===== config.mk =====
export PLATFORM = sky130hd
export DESIGN_NAME = one_shot_timer_pool_top
export DESIGN_NICKNAME = d
export VERILOG_FILES = /design/src/rtl/otp_pkg.sv /design/src/rtl/otp_slot_store.sv /design/src/rtl/one_shot_timer_pool_top.sv
export SDC_FILE = /design/constraint.sdc
export NUM_CORES = 1
export LEC_CHECK = 0
export BUFFER_PORTS_ARGS = -buffer_cell sky130_fd_sc_hd__clkbuf_2
export CAP_MARGIN = 20
export CORE_ASPECT_RATIO = 1.4
export CORE_UTILIZATION = 40
export DETAILED_ROUTE_END_ITERATION = 10
export PLACE_DENSITY_LB_ADDON = 0.15
export SYNTH_ARGS = -nofsm -noshare
export SYNTH_HDL_FRONTEND = slang
export SYNTH_SLANG_ARGS = --single-unit

===== constraint.sdc =====
create_clock -name clk -period 9.2 [get_ports clk]
set_clock_uncertainty 0.1 [all_clocks]
set_input_delay 1.38 -clock clk [delete_from_list [all_inputs] [get_ports clk]]
set_output_delay 1.38 -clock clk [all_outputs]
set_load 0.005 [all_outputs]

===== src/rtl/otp_pkg.sv =====
// Shared types and constants for the one-shot timer pool.
`default_nettype none

package otp_pkg;

  localparam int SLOTS = 16;
  localparam int IDX_W = $clog2(SLOTS);
  localparam int SLOT_W = 4;
  localparam int TICK_W = 32;
  localparam int TAG_W = 32;
  localparam logic [IDX_W-1:0] LAST_IDX = IDX_W'(SLOTS - 1);

  typedef enum logic [1:0] {
    ACT_CREATE = 2'd0,
    ACT_DELETE = 2'd1,
    ACT_TICK   = 2'd2,
    ACT_NONE   = 2'd3
  } action_t;

  typedef enum logic [2:0] {
    KIND_CREATED  = 3'd0,
    KIND_REFUSED  = 3'd1,
    KIND_DELETED  = 3'd2,
    KIND_EXPIRED  = 3'd3,
    KIND_TICKDONE = 3'd4
  } kind_t;

  typedef enum logic [2:0] {
    ST_IDLE,
    ST_CREATE,
    ST_REFUSE,
    ST_DELETE,
    ST_SCAN,
    ST_TICK_DONE
  } state_t;

  typedef struct packed {
    logic              wr_en;
    logic [IDX_W-1:0]  wr_idx;
    logic [TICK_W-1:0] wr_deadline;
    logic [TAG_W-1:0]  wr_tag;
    logic              clr_en;
    logic [SLOT_W-1:0] clr_idx;
    logic [IDX_W-1:0]  rd_idx;
  } store_ctl_t;

  typedef struct packed {
    logic             valid;
    logic             due;
    logic [TAG_W-1:0] tag;
  } store_stat_t;

endpackage

`default_nettype wire


===== src/rtl/otp_slot_store.sv =====
// Slot store: valid bits, deadlines, tags and the shared deadline comparator.
`default_nettype none

module otp_slot_store (
  input  wire logic                      clk,
  input  wire logic                      rst,
  input  wire otp_pkg::store_ctl_t       ctl,
  input  wire logic [otp_pkg::TICK_W-1:0] tick,
  output otp_pkg::store_stat_t           stat
);

  logic [otp_pkg::SLOTS-1:0]  valid;
  logic [otp_pkg::TICK_W-1:0] deadline_mem [otp_pkg::SLOTS];
  logic [otp_pkg::TAG_W-1:0]  tag_mem [otp_pkg::SLOTS];

  logic clr_in_range;
  assign clr_in_range = ({1'b0, ctl.clr_idx} < (otp_pkg::SLOT_W + 1)'(otp_pkg::SLOTS));

  always_ff @(posedge clk) begin
    if (rst) begin
      valid <= '0;
    end else begin
      if (ctl.wr_en) begin
        valid[ctl.wr_idx] <= 1'b1;
      end
      if (ctl.clr_en && clr_in_range) begin
        valid[otp_pkg::IDX_W'(ctl.clr_idx)] <= 1'b0;
      end
    end
  end

  always_ff @(posedge clk) begin
    if (ctl.wr_en) begin
      deadline_mem[ctl.wr_idx] <= ctl.wr_deadline;
      tag_mem[ctl.wr_idx]      <= ctl.wr_tag;
    end
  end

  // one unsigned compare, shared by every slot over the scan
  always_comb begin
    stat.valid = valid[ctl.rd_idx];
    stat.due   = (deadline_mem[ctl.rd_idx] <= tick);
    stat.tag   = tag_mem[ctl.rd_idx];
  end

endmodule

`default_nettype wire


===== src/rtl/one_shot_timer_pool_top.sv =====
// Top level of the one-shot timer pool: sequencer, tick counter and result register.
// A create walks the slots from slot 0 to the first free one, or through the last slot
// when the pool is full; a delete clears its given slot; a tick scans every slot,
// one slot examined per cycle through the single comparator, then gives tick-done.
// Busy is high outside idle; a new start is taken as soon as busy is low.
// Reset (rst, synchronous): tick count zero, all slots free, no beat pending.
// Results cannot be stalled: each beat shows for one cycle under strobe.
`default_nettype none

module one_shot_timer_pool_top (
  input  wire logic        clk,
  input  wire logic        rst,
  input  wire logic        start,
  output logic             busy,
  input  wire logic [1:0]  action,
  input  wire logic [31:0] deadline,
  input  wire logic [31:0] tag,
  input  wire logic [3:0]  slot,
  output logic             strobe,
  output logic [2:0]       kind,
  output logic [3:0]       slot_index,
  output logic [31:0]      user_tag,
  output logic [31:0]      tick_now,
  output logic             last
);

  otp_pkg::state_t state, state_next;

  logic [otp_pkg::IDX_W-1:0]  idx, idx_next;
  logic [otp_pkg::TICK_W-1:0] tick_count;
  logic [otp_pkg::TICK_W-1:0] deadline_q;
  logic [otp_pkg::TAG_W-1:0]  tag_q;
  logic [otp_pkg::SLOT_W-1:0] slot_q;

  // result register, one beat deep; the receiver never stalls
  logic                       strobe_q, strobe_next;
  otp_pkg::kind_t             kind_q, kind_next;
  logic [otp_pkg::SLOT_W-1:0] slot_index_q, slot_index_next;
  logic [otp_pkg::TAG_W-1:0]  user_tag_q, user_tag_next;
  logic                       last_q, last_next;

  otp_pkg::store_ctl_t  ctl;
  otp_pkg::store_stat_t stat;

  logic accept;
  assign accept = start && !busy;
  assign busy   = (state != otp_pkg::ST_IDLE);

  otp_slot_store u_store (
    .clk  (clk),
    .rst  (rst),
    .ctl  (ctl),
    .tick (tick_count),
    .stat (stat)
  );

  // Next state
  always_comb begin
    state_next = state;
    case (state)
      otp_pkg::ST_IDLE: begin
        if (start) begin
          case (otp_pkg::action_t'(action))
            otp_pkg::ACT_CREATE: begin
              // a zero deadline never gets a slot
              state_next = (deadline == '0) ? otp_pkg::ST_REFUSE : otp_pkg::ST_CREATE;
            end
            otp_pkg::ACT_DELETE: state_next = otp_pkg::ST_DELETE;
            otp_pkg::ACT_TICK:   state_next = otp_pkg::ST_SCAN;
            default:             state_next = otp_pkg::ST_IDLE;
          endcase
        end
      end
      otp_pkg::ST_CREATE: begin
        // stop on the first free slot, or after the last slot (pool full)
        if (!stat.valid || idx == otp_pkg::LAST_IDX) begin
          state_next = otp_pkg::ST_IDLE;
        end
      end
      otp_pkg::ST_SCAN: begin
        if (idx == otp_pkg::LAST_IDX) begin
          state_next = otp_pkg::ST_TICK_DONE;
        end
      end
      otp_pkg::ST_REFUSE,
      otp_pkg::ST_DELETE,
      otp_pkg::ST_TICK_DONE: state_next = otp_pkg::ST_IDLE;
      default:               state_next = otp_pkg::ST_IDLE;
    endcase
  end

  // Outputs: store control, slot index and the next result beat
  always_comb begin
    idx_next        = idx;
    strobe_next     = 1'b0;
    kind_next       = otp_pkg::KIND_CREATED;
    slot_index_next = '0;
    user_tag_next   = '0;
    last_next       = 1'b0;

    ctl.wr_en       = 1'b0;
    ctl.wr_idx      = idx;
    ctl.wr_deadline = deadline_q;
    ctl.wr_tag      = tag_q;
    ctl.clr_en      = 1'b0;
    ctl.clr_idx     = otp_pkg::SLOT_W'(idx);
    ctl.rd_idx      = idx;

    case (state)
      otp_pkg::ST_IDLE: begin
        idx_next = '0;
      end
      otp_pkg::ST_CREATE: begin
        if (!stat.valid) begin
          ctl.wr_en       = 1'b1;
          strobe_next     = 1'b1;
          kind_next       = otp_pkg::KIND_CREATED;
          slot_index_next = otp_pkg::SLOT_W'(idx);
          last_next       = 1'b1;
        end else if (idx == otp_pkg::LAST_IDX) begin
          strobe_next = 1'b1;
          kind_next   = otp_pkg::KIND_REFUSED;
          last_next   = 1'b1;
        end else begin
          idx_next = idx + 1'b1;
        end
      end
      otp_pkg::ST_REFUSE: begin
        strobe_next = 1'b1;
        kind_next   = otp_pkg::KIND_REFUSED;
        last_next   = 1'b1;
      end
      otp_pkg::ST_DELETE: begin
        // an out-of-range or free slot is still reported as deleted
        ctl.clr_en      = 1'b1;
        ctl.clr_idx     = slot_q;
        strobe_next     = 1'b1;
        kind_next       = otp_pkg::KIND_DELETED;
        slot_index_next = slot_q;
        last_next       = 1'b1;
      end
      otp_pkg::ST_SCAN: begin
        if (stat.valid && stat.due) begin
          ctl.clr_en      = 1'b1;
          strobe_next     = 1'b1;
          kind_next       = otp_pkg::KIND_EXPIRED;
          slot_index_next = otp_pkg::SLOT_W'(idx);
          user_tag_next   = stat.tag;
        end
        idx_next = idx + 1'b1;
      end
      otp_pkg::ST_TICK_DONE: begin
        strobe_next = 1'b1;
        kind_next   = otp_pkg::KIND_TICKDONE;
        last_next   = 1'b1;
      end
      default: begin
        idx_next = '0;
      end
    endcase
  end

  // Control registers
  always_ff @(posedge clk) begin
    if (rst) begin
      state      <= otp_pkg::ST_IDLE;
      idx        <= '0;
      tick_count <= '0;
      strobe_q   <= 1'b0;
    end else begin
      state    <= state_next;
      idx      <= idx_next;
      strobe_q <= strobe_next;
      // advance the counter on acceptance so the scan compares against the new count
      if (accept && otp_pkg::action_t'(action) == otp_pkg::ACT_TICK) begin
        tick_count <= tick_count + 1'b1;
      end
    end
  end

  // Payload registers: hold the accepted item and the pending beat
  always_ff @(posedge clk) begin
    if (accept) begin
      deadline_q <= deadline;
      tag_q      <= tag;
      slot_q     <= slot;
    end
    kind_q       <= kind_next;
    slot_index_q <= slot_index_next;
    user_tag_q   <= user_tag_next;
    last_q       <= last_next;
    // tick count as seen by the beat being formed this cycle
    tick_now     <= tick_count;
  end

  assign strobe     = strobe_q;
  assign kind       = kind_q;
  assign slot_index = slot_index_q;
  assign user_tag   = user_tag_q;
  assign last       = last_q;

  // an accepted action other than the unused code always makes the block busy
  a_busy_after_accept: assert property (@(posedge clk) disable iff (rst)
    (accept && otp_pkg::action_t'(action) != otp_pkg::ACT_NONE) |=> busy)
    else $error("block not busy after accepting an action");

  // expiry beats are never last; every other beat closes its item
  a_last_by_kind: assert property (@(posedge clk) disable iff (rst)
    strobe |-> (last == (kind != otp_pkg::KIND_EXPIRED)))
    else $error("last flag does not match result kind");

  // the counter moves only on an accepted tick
  a_tick_stable: assert property (@(posedge clk) disable iff (rst)
    !(accept && otp_pkg::action_t'(action) == otp_pkg::ACT_TICK) |=> $stable(tick_count))
    else $error("tick count changed without a tick");

  // no beat appears while idle unless the previous cycle finished an item
  a_strobe_source: assert property (@(posedge clk) disable iff (rst)
    (state == otp_pkg::ST_IDLE) |=> !strobe_q || $past(strobe_next))
    else $error("beat without a finishing step");

endmodule

`default_nettype wire


-- Word level (Yosys, flattened, before mapping)
Memories as Yosys holds them, arrays and structs flattened. A register that Yosys moved wholly into a read port is not among the register bits.
Cells that the tools add are included.
- register bits: 164
- RAM bits: 1024
- output and inout port bits: 74
- memories kept: 2
- memory list (name ; depth ; bits a word ; rd ports ; clocked after Yosys merged registers in ; wr ports ; RTL line ; source):
    u_store.deadline_mem ; 16 ; 32 ; 1 ; 1 ; 1 ; otp_slot_store.sv:13 ; logic [otp_pkg::TICK_W-1:0] deadline_mem [otp_pkg::SLOTS];
    u_store.tag_mem ; 16 ; 32 ; 1 ; 1 ; 1 ; otp_slot_store.sv:14 ; logic [otp_pkg::TAG_W-1:0] tag_mem [otp_pkg::SLOTS];
- $add $sub $neg: 2
- magnitude comparators: 5
- eq/ne operators: 13
- muxes and demuxes: 38
- bitwise gates (word level): 4
- reductions and logical operators: 17
- operators by type and width (operator ; count):
    $mux W16 ; 3
    $add A32 B1 Y32 const B ; 1
    $le A32 B32 Y1 ; 1
    $logic_not A32 Y1 ; 1
    $mux W4 ; 7
    $pmux W4 S3 ; 2
    $pmux W3 S3 ; 2
    $and A16 B16 Y16 ; 1
    $not A16 Y16 ; 1
    $or A16 B16 Y16 ; 1
    $pmux W3 S5 ; 1
    $mux W1 ; 12
    $lt A4 B5 Y1 const B ; 2
    $ne A2 B2 Y1 const B ; 5
    $mux W3 ; 3
    $demux W1 S4 ; 2
    $ge A4 B1 Y1 const B ; 2
    $eq A3 B2 Y1 const B ; 2
    $eq A3 B3 Y1 const B ; 2
    $reduce_and A3 Y1 ; 2
    $logic_and A1 B1 Y1 ; 5
    $add A4 B1 Y4 const B ; 1
    $bmux W1 S4 ; 1
    $eq A4 B4 Y1 const B ; 1
    14 further kinds ; 18

-- Depth between registers and ports, before layout
Gate-level depths: netlist of run 1.
- depth in word-level cells: 9
- gate-level depth with buffers: 13
- mapped depth without buffers: 10

-- By module
Synthesis of run 1 repeated with hierarchy kept, for this count alone.
- cell total of the unflattened synthesis: 2083
- area, all modules: 46037.9 sq um
- modules (own cells, without submodules) (module ; times used ; cells an instance ; area an instance (sq um) ; seq. area each (sq um)):
    otp_slot_store ; 1 ; 1624 ; 40010.9 ; 31069.8
    one_shot_timer_pool_top ; 1 ; 459 ; 6027.0 ; 4284.1

-- Worst setup path after synthesis of run 1
OpenSTA, ideal clock, no wires.
- path kind: register to register
- from: reg idx[0] in the netlist's numbering
- to: mem u_store.deadline_mem[15][0] in the netlist's numbering, enable pin
- library setup time: 0.581 ns
- arrival time: 6.144 ns
- path slack: 2.374 ns
- stages on the path, launching flop included: 5
- period minus slack after synthesis: 6.826 ns
- path through: dfxtp_1 > mux4_2 > a22oi_2 > nand3_4 > nor3b_1
- word-level cells in the longest chain between the ends: 6
- ends and longest elaborated chain (what ; RTL line ; source):
    from (decl) ; one_shot_timer_pool_top.sv:29 ; logic [otp_pkg::IDX_W-1:0] idx, idx_next;
    from (signal assigned) ; one_shot_timer_pool_top.sv:172 ; idx <= idx_next;
    $bmux W1 S4 ; otp_slot_store.sv:41 ; stat.valid = valid[ctl.rd_idx];
    $mux W1 (implied by the code) ; otp_slot_store.sv:41 ;
    $mux W1 ; one_shot_timer_pool_top.sv:114 ; if (!stat.valid) begin
    $mux W1 ; one_shot_timer_pool_top.sv:109 ; case (state)
    $mux W1 ; otp_slot_store.sv:33 ; if (ctl.wr_en) begin
    $mux W1 (implied by the code) ; otp_slot_store.sv:34 ; deadline_mem[ctl.wr_idx] <= ctl.wr_deadline;
    to (decl) ; otp_slot_store.sv:13 ;
Parallel ways exist; a longest one is shown, timed or not. The select of a mux whose other input is x is not followed.

==> results by group, run 1 <==
Yosys
  • Synth Flop Type: edfxtp_1
  • Async set or reset register ratio after synthesis: 0
  • Synthesis Warnings: 0
  • Mapped Area: 46100 um2
  • Post-Syn Instances: 2099
  • Distinct cells, synth: 58
  • Number of flops mapped to enable cells by yosys: 1092
  • Syn_nets: 2209
  • Synthesized area per cell: 22.0 um2
  • FF+latch count, synth: 1224
  • Post-synthesis sequential area ratio: 0.769

Setup path
  • CP max stage delay: 1010 ps
  • R2r worst-path depth: 9
  • Cell family with most CP delay: simple AND/OR/NAND/NOR gates
  • CP bufs+invs: 2
  • Data arrival time of the worst path: 5950 ps
  • CP required: 9680 ps
  • Crit Reg-Reg Endpoint: user_tag[3]$_SDFF_PN0_
  • CP max FO: 65
  • CP max stage cell: dfxtp_4
  • CP Cell Sequence: buf_4 -> mux4_2 -> mux4_2 -> ha_1 -> nand4_1 -> nor4_1 -> a311oi_4 -> buf_4 -> and3_1
  • Crit path kind: register to register
  • Element type at the critical path end: register
  • Reg2reg setup slack: 3730 ps
  • Worst setup SP type: register

Power
  • Total design power: 0.0113 W
  • Power share of the combinational group: 0.034
  • Int Pwr: 0.00900 W
  • Net load switching power: 0.00234 W
  • Seq pwr share: 0.549
  • Sw frac: 0.206
  • Leakage power: 16.4 nW
  • PwrDens: 216 nW/um2
  • Worst vdd rail ir drop: 0.160 mV
  • Clock power share: 0.417

Route
  • 1st-iter DRT viols: 1809
  • Vias post-DR: 21700
  • Drt first pass iters: 5
  • Vias per std cell: 5.55
  • Drc violations: 0
  • Post-DRT Antenna Nets: 0
  • Drt total wl: 112 mm
  • Routed length per instance: 28.6 um

Timing
  • Final worst path period share: 0.595
  • Worst hold margin: 255 ps
  • Fmax achieved: 183 MHz
  • Minimum clock period: 5470 ps
  • Final Slew Violations: 0
  • Fin Setup TNS: 0 ps
  • RSZ-0062 raised after global routing: false
  • Slew headroom: 0.246
  • Measured slew at the worst slew-check pin: 1130 ps
  • Final setup fails: 0
  • Final hold vios: 0

Die
  • # IOs: 147
  • Core box area: 114000 um2
  • Initial Util: 0.403
  • Die W: 289 um
  • Chip Height: 404 um
  • Cell Rows: 147
  • Die area: 117000 um2

GRT
  • Vias in the first global route: 23100
  • Total GRT Usage: 0.196
  • Global-route wire length before repair: 162 mm
  • Initial antenna violation count: 1
  • Largest net degree at the start of global routing: 93
  • GRT overflow: 0

Clock tree
  • Clk pin slew, worst setup/hold paths: 60 ps
  • Setup bufs post-CTS: 0
  • Clock Root Buffer: clkbuf_16
  • CTS Buffer Depth: 3
  • Clk sink count: 1224
  • TritonCTS clock tree: yes
  • Worst-Skew Late Latency: 710 ps
  • Cts repair resizes: 0
  • Post-CTS Hold Buffers: 0
  • Htree depth: 3
  • CTS buffer count: 115

Run status
  • Outcome: finished, final reports clean

Layout
  • Fillers: 9586
  • Ratio of cells with drive above 1 in the final layout: 0.305
  • Area growth, synth to finish: 14.2%
  • Most frequent cells in the layout: 1092 x edfxtp_1, 324 x mux4_2, 146 x clkbuf_2, 124 x dfxtp_1, 120 x clkbuf_16
  • Commonest non-fill, non-tap cell in the layout: edfxtp_1
  • Area of the multi-input gates: 10100 um2
  • Total Nets Final: 2424
  • Register area: 35500 um2
  • Ant. Diodes: 0

Flow run
  • Maxcap violations: 0

Min path
  • Worst Hold Class: register to register
  • Hold Crit Start: tick_count[26]$_SDFFE_PP0P_
  • Min-Delay Endpoint: tick_now[26]$_DFF_P_
  • Hold Crit Depth: 0

Place
  • Routability-driven placement congestion ratio: 0.777
  • Port buffer count: 146
  • Hpwl dp: 59.6 mm
==> worst max-delay path by stage <==
stage                              startpoint                               endpoint  slack (ps)  depth (start not counted)
after floorplan           idx[0]$_SDFFE_PP0P_  u_store.deadline_mem[15][0]$_DFFE_PP_        2370                          4
after global placement               register                 user_tag[0]$_SDFF_PN0_        3710                          9
after detailed placement             register                 user_tag[3]$_SDFF_PN0_        3700                          9
after CTS                            register                 user_tag[3]$_SDFF_PN0_        3620                          9
after global routing                 register           u_store.valid[10]$_SDFF_PP0_        3510                         10
final                                register                 user_tag[3]$_SDFF_PN0_        3730                          9
==> logic make-up after synthesis <==
kind of cell	after synthesis	share of synthesized area
AOI/OAI and AO/OA	105	0.0156
xor gates and xnor gates	31	0.00589
adders and majority gates	37	0.0100
buffers and inverters	137	0.0134
DFF	1224	0.769
muxes	324	0.158
and+or+nand+nor	241	0.0277
==> layer usage <==
layer | track usage | wire length (um) | part of all wire | vias to the layer above
met1 | 0.259 | 46400 | 0.41 | 11700
li1 | - | - | - | 9212
met4 | 0.0560 | 2400 | 0.021 | 2
met5 | 0 | 7 | 0.000063 | -
met2 | 0.332 | 57100 | 0.51 | 646
met3 | 0.0321 | 6000 | 0.054 | 139
==> power groups by stage <==
stage | Sequential, W | Clock, W | Combinational [W]
3_5_place_dp | 0.00635 | 0 | 0.000384
4_1_cts | 0.00623 | 0.00484 | 0.000385
5_1_grt | 0.00623 | 0.00505 | 0.000416
3_3_place_gp | 0.00634 | 0 | 0.000380
6_report | 0.00622 | 0.00473 | 0.000385
2_1_floorplan | 0.00630 | 0 | 0.000278
==> registers in the layout, summed over array words and instances, names as in the netlist, named ones only <==
name and count:
slot_index 4, tick_count 32, slot_q 4, u_store.tag_mem 512, kind 3, tag_q 32
user_tag 32, state 3, tick_now 32, u_store.deadline_mem 512, strobe 1, last 1
deadline_q 32, u_store.valid 16, idx 4
==> per-stage QoR <==
stage	worst slack, ps	cell area, um2	utilization	std cells
2_1_floorplan	2370	46100	-	2099
3_3_place_gp	3710	48700	0.426	3684
3_5_place_dp	3700	48800	0.426	3685
4_1_cts	3620	52600	0.459	3904
5_1_grt	3510	52600	0.460	3906
6_report	3730	52600	0.460	3906
==> area by class of cell <==
| type | count | share of cell area |
|---|---|---|
| clock inverters | 68 | 0.0110 |
| repair buffers | 195 | 0.0227 |
| flip-flops and latches | 1224 | 0.674 |
| multi-input cells | 738 | 0.193 |
| clock buffers | 151 | 0.0612 |
| well taps | 1490 | 0.0354 |
| inverters | 40 | 0.00285 |
==> synthesized netlist by cell type, drive strengths merged (18+ instances only) <==
master,count,area [um2]
nand3,22,128
inv,40,150
nand2,35,131
nor3,19,105
buf,40,254
nor2,65,244
and3,36,225
mux4,324,7300
a21oi,25,125
edfxtp,1092,32800
o21ai,27,135
clkbuf,57,214
xnor2,31,272
ha,37,463
dfxtp,132,2640
nand4,18,119
Note: power is estimated with default switching activity, not from simulation.
==> run 2: changes to the inputs <==
Clock period 9.2 ns to 5.3 ns, I/O delays scaled along.
==> run 2 against run 1 <==
  * Die area unchanged
  * Flip-flop and latch count unchanged
  * Fmax increased by 16%
  * Largest cell class unchanged
  * Global-route usage increased by 0.30 points
  * Design area increased by 0.72%
  * First-iteration DRC count decreased by 3.6%
  * Highest routed layer unchanged
  * Final cell count increased by 0.38%
==> results by group, run 2 (synthesis results as in run 1) <==
Timing
  • Fmax achieved: 213 MHz (+16%)
  • Final setup fails: 0 (unchanged)
  • Worst hold margin: 153 ps (-102 ps)
  • Final hold vios: 0 (unchanged)
  • Measured slew at the worst slew-check pin: 1060 ps (-66.1 ps)
  • Setup WS post-layout: 603 ps (-3130 ps)
  • Slew headroom: 0.292 (+0.0458)
  • Minimum clock period: 4700 ps (-772 ps)
  • Final worst path period share: 0.886 (+0.292)
  • RSZ-0062 raised after global routing: false
  • Final Slew Violations: 0 (unchanged)
  • Fin Setup TNS: 0 ps (unchanged)

Die
  • Initial Util: 0.403 (unchanged)
  • Die area: 117000 um2 (unchanged)
  • Core box area: 114000 um2 (unchanged)
  • # IOs: 147 (unchanged)
  • Cell Rows: 147 (unchanged)
  • Die W: 289 um (unchanged)
  • Chip Height: 404 um (unchanged)

Setup path
  • Crit path kind: register to register
  • CP max FO: 46 (-29%)
  • Data arrival time of the worst path: 5220 ps (-730 ps)
  • CP required: 5830 ps (-3850 ps)
  • Worst setup SP type: register
  • Element type at the critical path end: register

Place
  • Hpwl dp: 60.9 mm (+2.3%)
  • Post-DP Area: 49100 um2 (+0.65%)
  • Routability-driven placement congestion ratio: 0.777 (about the same)
  • Setup WS pre-CTS: 468 ps (-3230 ps)
  • Port buffer count: 146 (unchanged)

Route
  • Post-DRT Antenna Nets: 0 (unchanged)
  • Drc violations: 0 (unchanged)
  • Drt first pass iters: 5 (unchanged)
  • Routed length per instance: 28.9 um (+1.0%)
  • Vias post-DR: 21900 (+0.79%)
  • Drt total wl: 113 mm (+1.4%)
  • 1st-iter DRT viols: 1744 (-3.6%)
  • Vias per std cell: 5.58 (+0.41%)

GRT
  • Vias in the first global route: 23100 (+0.38%)
  • Grt met1 use: 0.261 (+0.00200)
  • Total GRT Usage: 0.199 (+0.00304)
  • Global-route wire length before repair: 164 mm (+1.5%)
  • Met2 usage: 0.338 (+0.00550)
  • GRT overflow: 0 (unchanged)
  • Largest net degree at the start of global routing: 66 (-29%)
  • Initial antenna violation count: 5 (+4)
  • GR peak layer: met2
  • GR met3 Demand/Resource: 0.0339 (+0.00186)

Clock tree
  • Post-CTS Hold Buffers: 0 (unchanged)
  • Htree depth: 3 (unchanged)
  • Clk pin slew, worst setup/hold paths: 60 ps (about the same)
  • Setup bufs post-CTS: 0 (unchanged)
  • Worst-Skew Late Latency: 730 ps (+20 ps)
  • Cts repair resizes: 0 (unchanged)
  • CTS buffer count: 116 (+0.87%)
  • CTS Buffer Depth: 3 (unchanged)
  • TritonCTS clock tree: yes
  • Clk sink count: 1224 (unchanged)
  • Clock Root Buffer: clkbuf_16

Layout
  • Commonest non-fill, non-tap cell in the layout: edfxtp_1
  • Total Nets Final: 2441 (+0.70%)
  • Most frequent cells in the layout: 1092 x edfxtp_1, 324 x mux4_2, 146 x clkbuf_2, 124 x dfxtp_1, 123 x clkbuf_16
  • Largest regs: u_store.deadline_mem: 512 flops, u_store.tag_mem: 512 flops
  • Ratio of cells with drive above 1 in the final layout: 0.313 (+0.00799)
  • Final instance area: 53000 um2 (+0.72%)
  • Core Util, Final: 0.463 (+0.00333)
  • Area growth, synth to finish: 15.0%
  • Ant. Diodes: 0 (unchanged)

Power
  • PwrDens: 375 nW/um2 (+74%)
  • Leakage power: 16.6 nW (+1.2%)
  • Worst vdd rail ir drop: 0.273 mV (+71%)

Run status
  • Outcome: finished, final reports clean

Min path
  • Hold Crit Start: tag[30]
  • Worst Hold Class: input port to register

Flow run
  • Maxcap violations: 0 (unchanged)
## run 2: cell count changes in the layout (fill, tap and decap cells not counted), moves of 4 or more
cell	delta
clkbuf_1	+4
clkbuf_8	+8
clkinvlp_4	-4
clkinv_1	-15
buf_4	+5
buf_12	+14
## run 2: path summary, 6_finish.rpt
| path | endpoint | slack, ps | cells past startpoint |
|---|---|---|---|
| max | u_store.valid[10]$_SDFF_PP0_ | 600 | 11 |
| min | tag_q[30]$_DFFE_PP_ | 150 | 1 |
| max reg2reg | u_store.valid[10]$_SDFF_PP0_ | 600 | 11 |
| min reg2reg | tick_now[26]$_DFF_P_ | 260 | 0 |
## run 2: through the flow
step	cells	power, W
after floorplan	2099	0.0114
final	3921	0.0199
after CTS	3921	0.0201
after global routing	3921	0.0205
after detailed placement	3703	0.0117
after global placement	3703	0.0117
## run 2: per-layer routing
metal,routed length (um),vias to the layer above
met5,51,-
li1,-,9237
met3,6120,157
met1,46400,11800
met4,2320,8
met2,58500,633
## run 2: layout make-up
| class | instances | area [um2] |
|---|---|---|
| fillers | 9534 | 61400 |
| flip-flops and latches | 1224 | 35500 |
| multi-input cells | 738 | 10200 |
| clock buffers | 166 | 3420 |
| well taps | 1490 | 1860 |
| repair buffers | 211 | 1430 |
| clock inverters | 52 | 500 |
| inverters | 40 | 150 |
## run 2: power breakdown
| part | internal (W) | switching [W] | leakage [nW] |
|---|---|---|---|
| registers | 0.0106 | 0.000181 | 10.9 |
| logic | 0.000333 | 0.000328 | 3.70 |
| clock network | 0.00484 | 0.00357 | 1.94 |
## run 2: critical path, stage by stage (launching register included)
cell	delay, ps
dfxtp_4	510
buf_12	270
buf_12	290
mux4_2	540
mux4_2	490
ha_1	310
nand4_1	240
nor4_1	740
buf_4	260
a311oi_4	90
buf_4	360
a41oi_1	310
==> run 3: changes to the inputs <==
Settings changed: PLACE_DENSITY set to 0.52, PLACE_DENSITY_LB_ADDON 0.15 to not set.
==> run 3 against run 2 <==
  * Worst hold slack lost 4.2 ps
  * Critical path depth stayed put
  * Die area is the same
  * Largest power group unchanged
  * Utilization hardly changed
  * Sequential share of layout area barely moved
  * Final cell count stayed put
  * Count of clock-buffer cells in the layout is 14 lower
  * Sequential power barely moved
==> results by group, run 3 (synthesis results as in run 1) <==
Run status
  • Outcome: finished, final reports clean

Route
  • 1st-iter DRT viols: 1660 (-4.8%)
  • WL met1: 46.6 mm (+0.32%)
  • Wire length on met2: 58.1 mm (-0.69%)
  • Drt first pass iters: 5 (unchanged)
  • Post-DRT Antenna Nets: 0 (unchanged)
  • Routed length per instance: 28.9 um (-0.25%)
  • Routed wl met3: 5.97 mm (-2.5%)
  • Vias post-DR: 22000 (+0.59%)
  • DR top layer: met4
  • Drc violations: 0 (unchanged)
  • Vias per std cell: 5.61 (+0.59%)
  • Drt total wl: 113 mm (-0.25%)

Place
  • Routability-driven placement congestion ratio: 0.788 (+1.4%)
  • Post-DP Area: 49000 um2 (-0.16%)
  • Port buffer count: 146 (unchanged)
  • Hpwl dp: 60.7 mm (-0.33%)

Timing
  • Measured slew at the worst slew-check pin: 1000 ps (-60.1 ps)
  • Fmax achieved: 211 MHz (-0.86%)
  • Fin Setup TNS: 0 ps (unchanged)
  • Final setup fails: 0 (unchanged)
  • Final Slew Violations: 0 (unchanged)
  • Slew headroom: 0.332 (+0.0401)
  • Minimum clock period: 4740 ps (+40.8 ps)
  • Final worst path period share: 0.894 (+0.00770)
  • Worst hold margin: 148 ps (-4.19 ps)
  • RSZ-0062 raised after global routing: false
  • Final hold vios: 0 (unchanged)

Die
  • Initial Util: 0.403 (unchanged)
  • Chip Height: 404 um (unchanged)
  • Die area: 117000 um2 (unchanged)
  • Core box area: 114000 um2 (unchanged)
  • Cell Rows: 147 (unchanged)
  • Die W: 289 um (unchanged)
  • # IOs: 147 (unchanged)

GRT
  • GRT overflow: 0 (unchanged)
  • Initial antenna violation count: 2 (-3)
  • Vias in the first global route: 23100 (-0.27%)
  • Global-route wire length before repair: 162 mm (-0.97%)
  • Largest net degree at the start of global routing: 66 (unchanged)
  • Total GRT Usage: 0.197 (-0.00181)

Clock tree
  • Htree depth: 3 (unchanged)
  • Clock Root Buffer: clkbuf_16
  • CTS Buffer Depth: 3 (unchanged)
  • Clk pin slew, worst setup/hold paths: 60 ps (about the same)
  • Post-CTS Hold Buffers: 0 (unchanged)
  • CTS buffer count: 116 (unchanged)
  • Worst-Skew Late Latency: 720 ps (about the same)
  • Setup bufs post-CTS: 0 (unchanged)
  • Cts repair resizes: 0 (unchanged)
  • TritonCTS clock tree: yes
  • Clk sink count: 1224 (unchanged)

Layout
  • Core Util, Final: 0.463 (about the same)
  • Commonest non-fill, non-tap cell in the layout: edfxtp_1
  • Most frequent cells in the layout: 1092 x edfxtp_1, 324 x mux4_2, 147 x clkbuf_2, 124 x dfxtp_1, 119 x clkbuf_16
  • Area growth, synth to finish: 14.9% (about the same)
  • Total Nets Final: 2440 (-0.041%)
  • Ratio of cells with drive above 1 in the final layout: 0.307 (-0.00658)
  • Ant. Diodes: 0 (unchanged)
  • Final instance area: 53000 um2 (about the same)
  • Largest regs: u_store.deadline_mem: 512 flops, u_store.tag_mem: 512 flops

Power
  • Total design power: 0.0200 W (+0.73%)
  • Leakage power: 16.5 nW (-0.26%)
  • PwrDens: 378 nW/um2 (+0.78%)
  • Worst vdd rail ir drop: 0.261 mV (-4.2%)

Setup path
  • Data arrival time of the worst path: 5190 ps (-30 ps)
  • Element type at the critical path end: register
  • Crit path kind: register to register
  • Worst setup SP type: register
  • CP required: 5750 ps (-80 ps)
  • R2r worst-path depth: 11 (unchanged)
  • Crit Reg-Reg Endpoint: u_store.valid[1]$_SDFF_PP0_
  • CP max FO: 46 (unchanged)
  • Reg2reg setup slack: 560 ps (-40 ps)

Min path
  • Min-Delay Endpoint: tag_q[14]$_DFFE_PP_
  • Worst Hold Class: input port to register
  • Hold Crit Depth: 1 (unchanged)
  • Hold Crit Start: tag[14]

Flow run
  • Maxcap violations: 0 (unchanged)
## run 3: cell types whose count changed in the layout (fill, tap and decap cells not counted), moves of 2 or more
cell        previous run  this run
clkbuf_8              18         6
clkinv_2              25        15
buf_12                17        12
clkbuf_16            123       119
clkinvlp_4             4         6
inv_1                 40        38
buf_4                 48        51
clkinv_1               4        21
bufinv_16              7        16
## run 3: worst max path at each step
stage | start | endpoint | slack, ps | cells after the start
2_1_floorplan | idx[1]$_SDFFE_PP0P_ | u_store.valid[5]$_SDFF_PP0_ | 590 | 9
3_3_place_gp | register | slot_index[0]$_DFF_P_ | 590 | 10
3_5_place_dp | register | u_store.valid[1]$_SDFF_PP0_ | 530 | 11
4_1_cts | register | u_store.valid[1]$_SDFF_PP0_ | 520 | 11
5_1_grt | register | u_store.valid[2]$_SDFF_PP0_ | 370 | 11
6_report | register | u_store.valid[1]$_SDFF_PP0_ | 560 | 11
## run 3: stage by stage
step / worst slack [ps] / instances
floorplan: 587 / 2099
CTS: 518 / 3920
detailed placement: 532 / 3701
global route: 367 / 3921
finish: 562 / 3921
global placement: 589 / 3701
## run 3: power breakdown
part           internal, W  switching [W]
clock              0.00498        0.00356
sequential          0.0106       0.000167
combinational     0.000335       0.000353
## run 3: critical path, stage by stage (launching register included)
cell and delay [ps]:
dfxtp_4 510, buf_4 450, mux4_2 570, mux4_2 490
ha_1 330, nand4_2 140, nor3_1 90, a21boi_1 140
or4_4 570, a311oi_4 300, buf_4 570, a41oi_1 240
## run 3: cell type report
cell class | instances | area [um2]
fill | 9494 | 61400
sequential | 1224 | 35500
multi-input combinational | 738 | 10200
clock buffer | 152 | 3160
tap | 1490 | 1860
timing repair buffer | 210 | 1380
clock inverter | 67 | 778
inverter | 40 | 150
## run 3: routing by layer
metal  track usage  up-vias
li1              -     9244
met1         0.261    11900
met2         0.337      668
met3        0.0290      165
met4        0.0559        0
met5             0        -
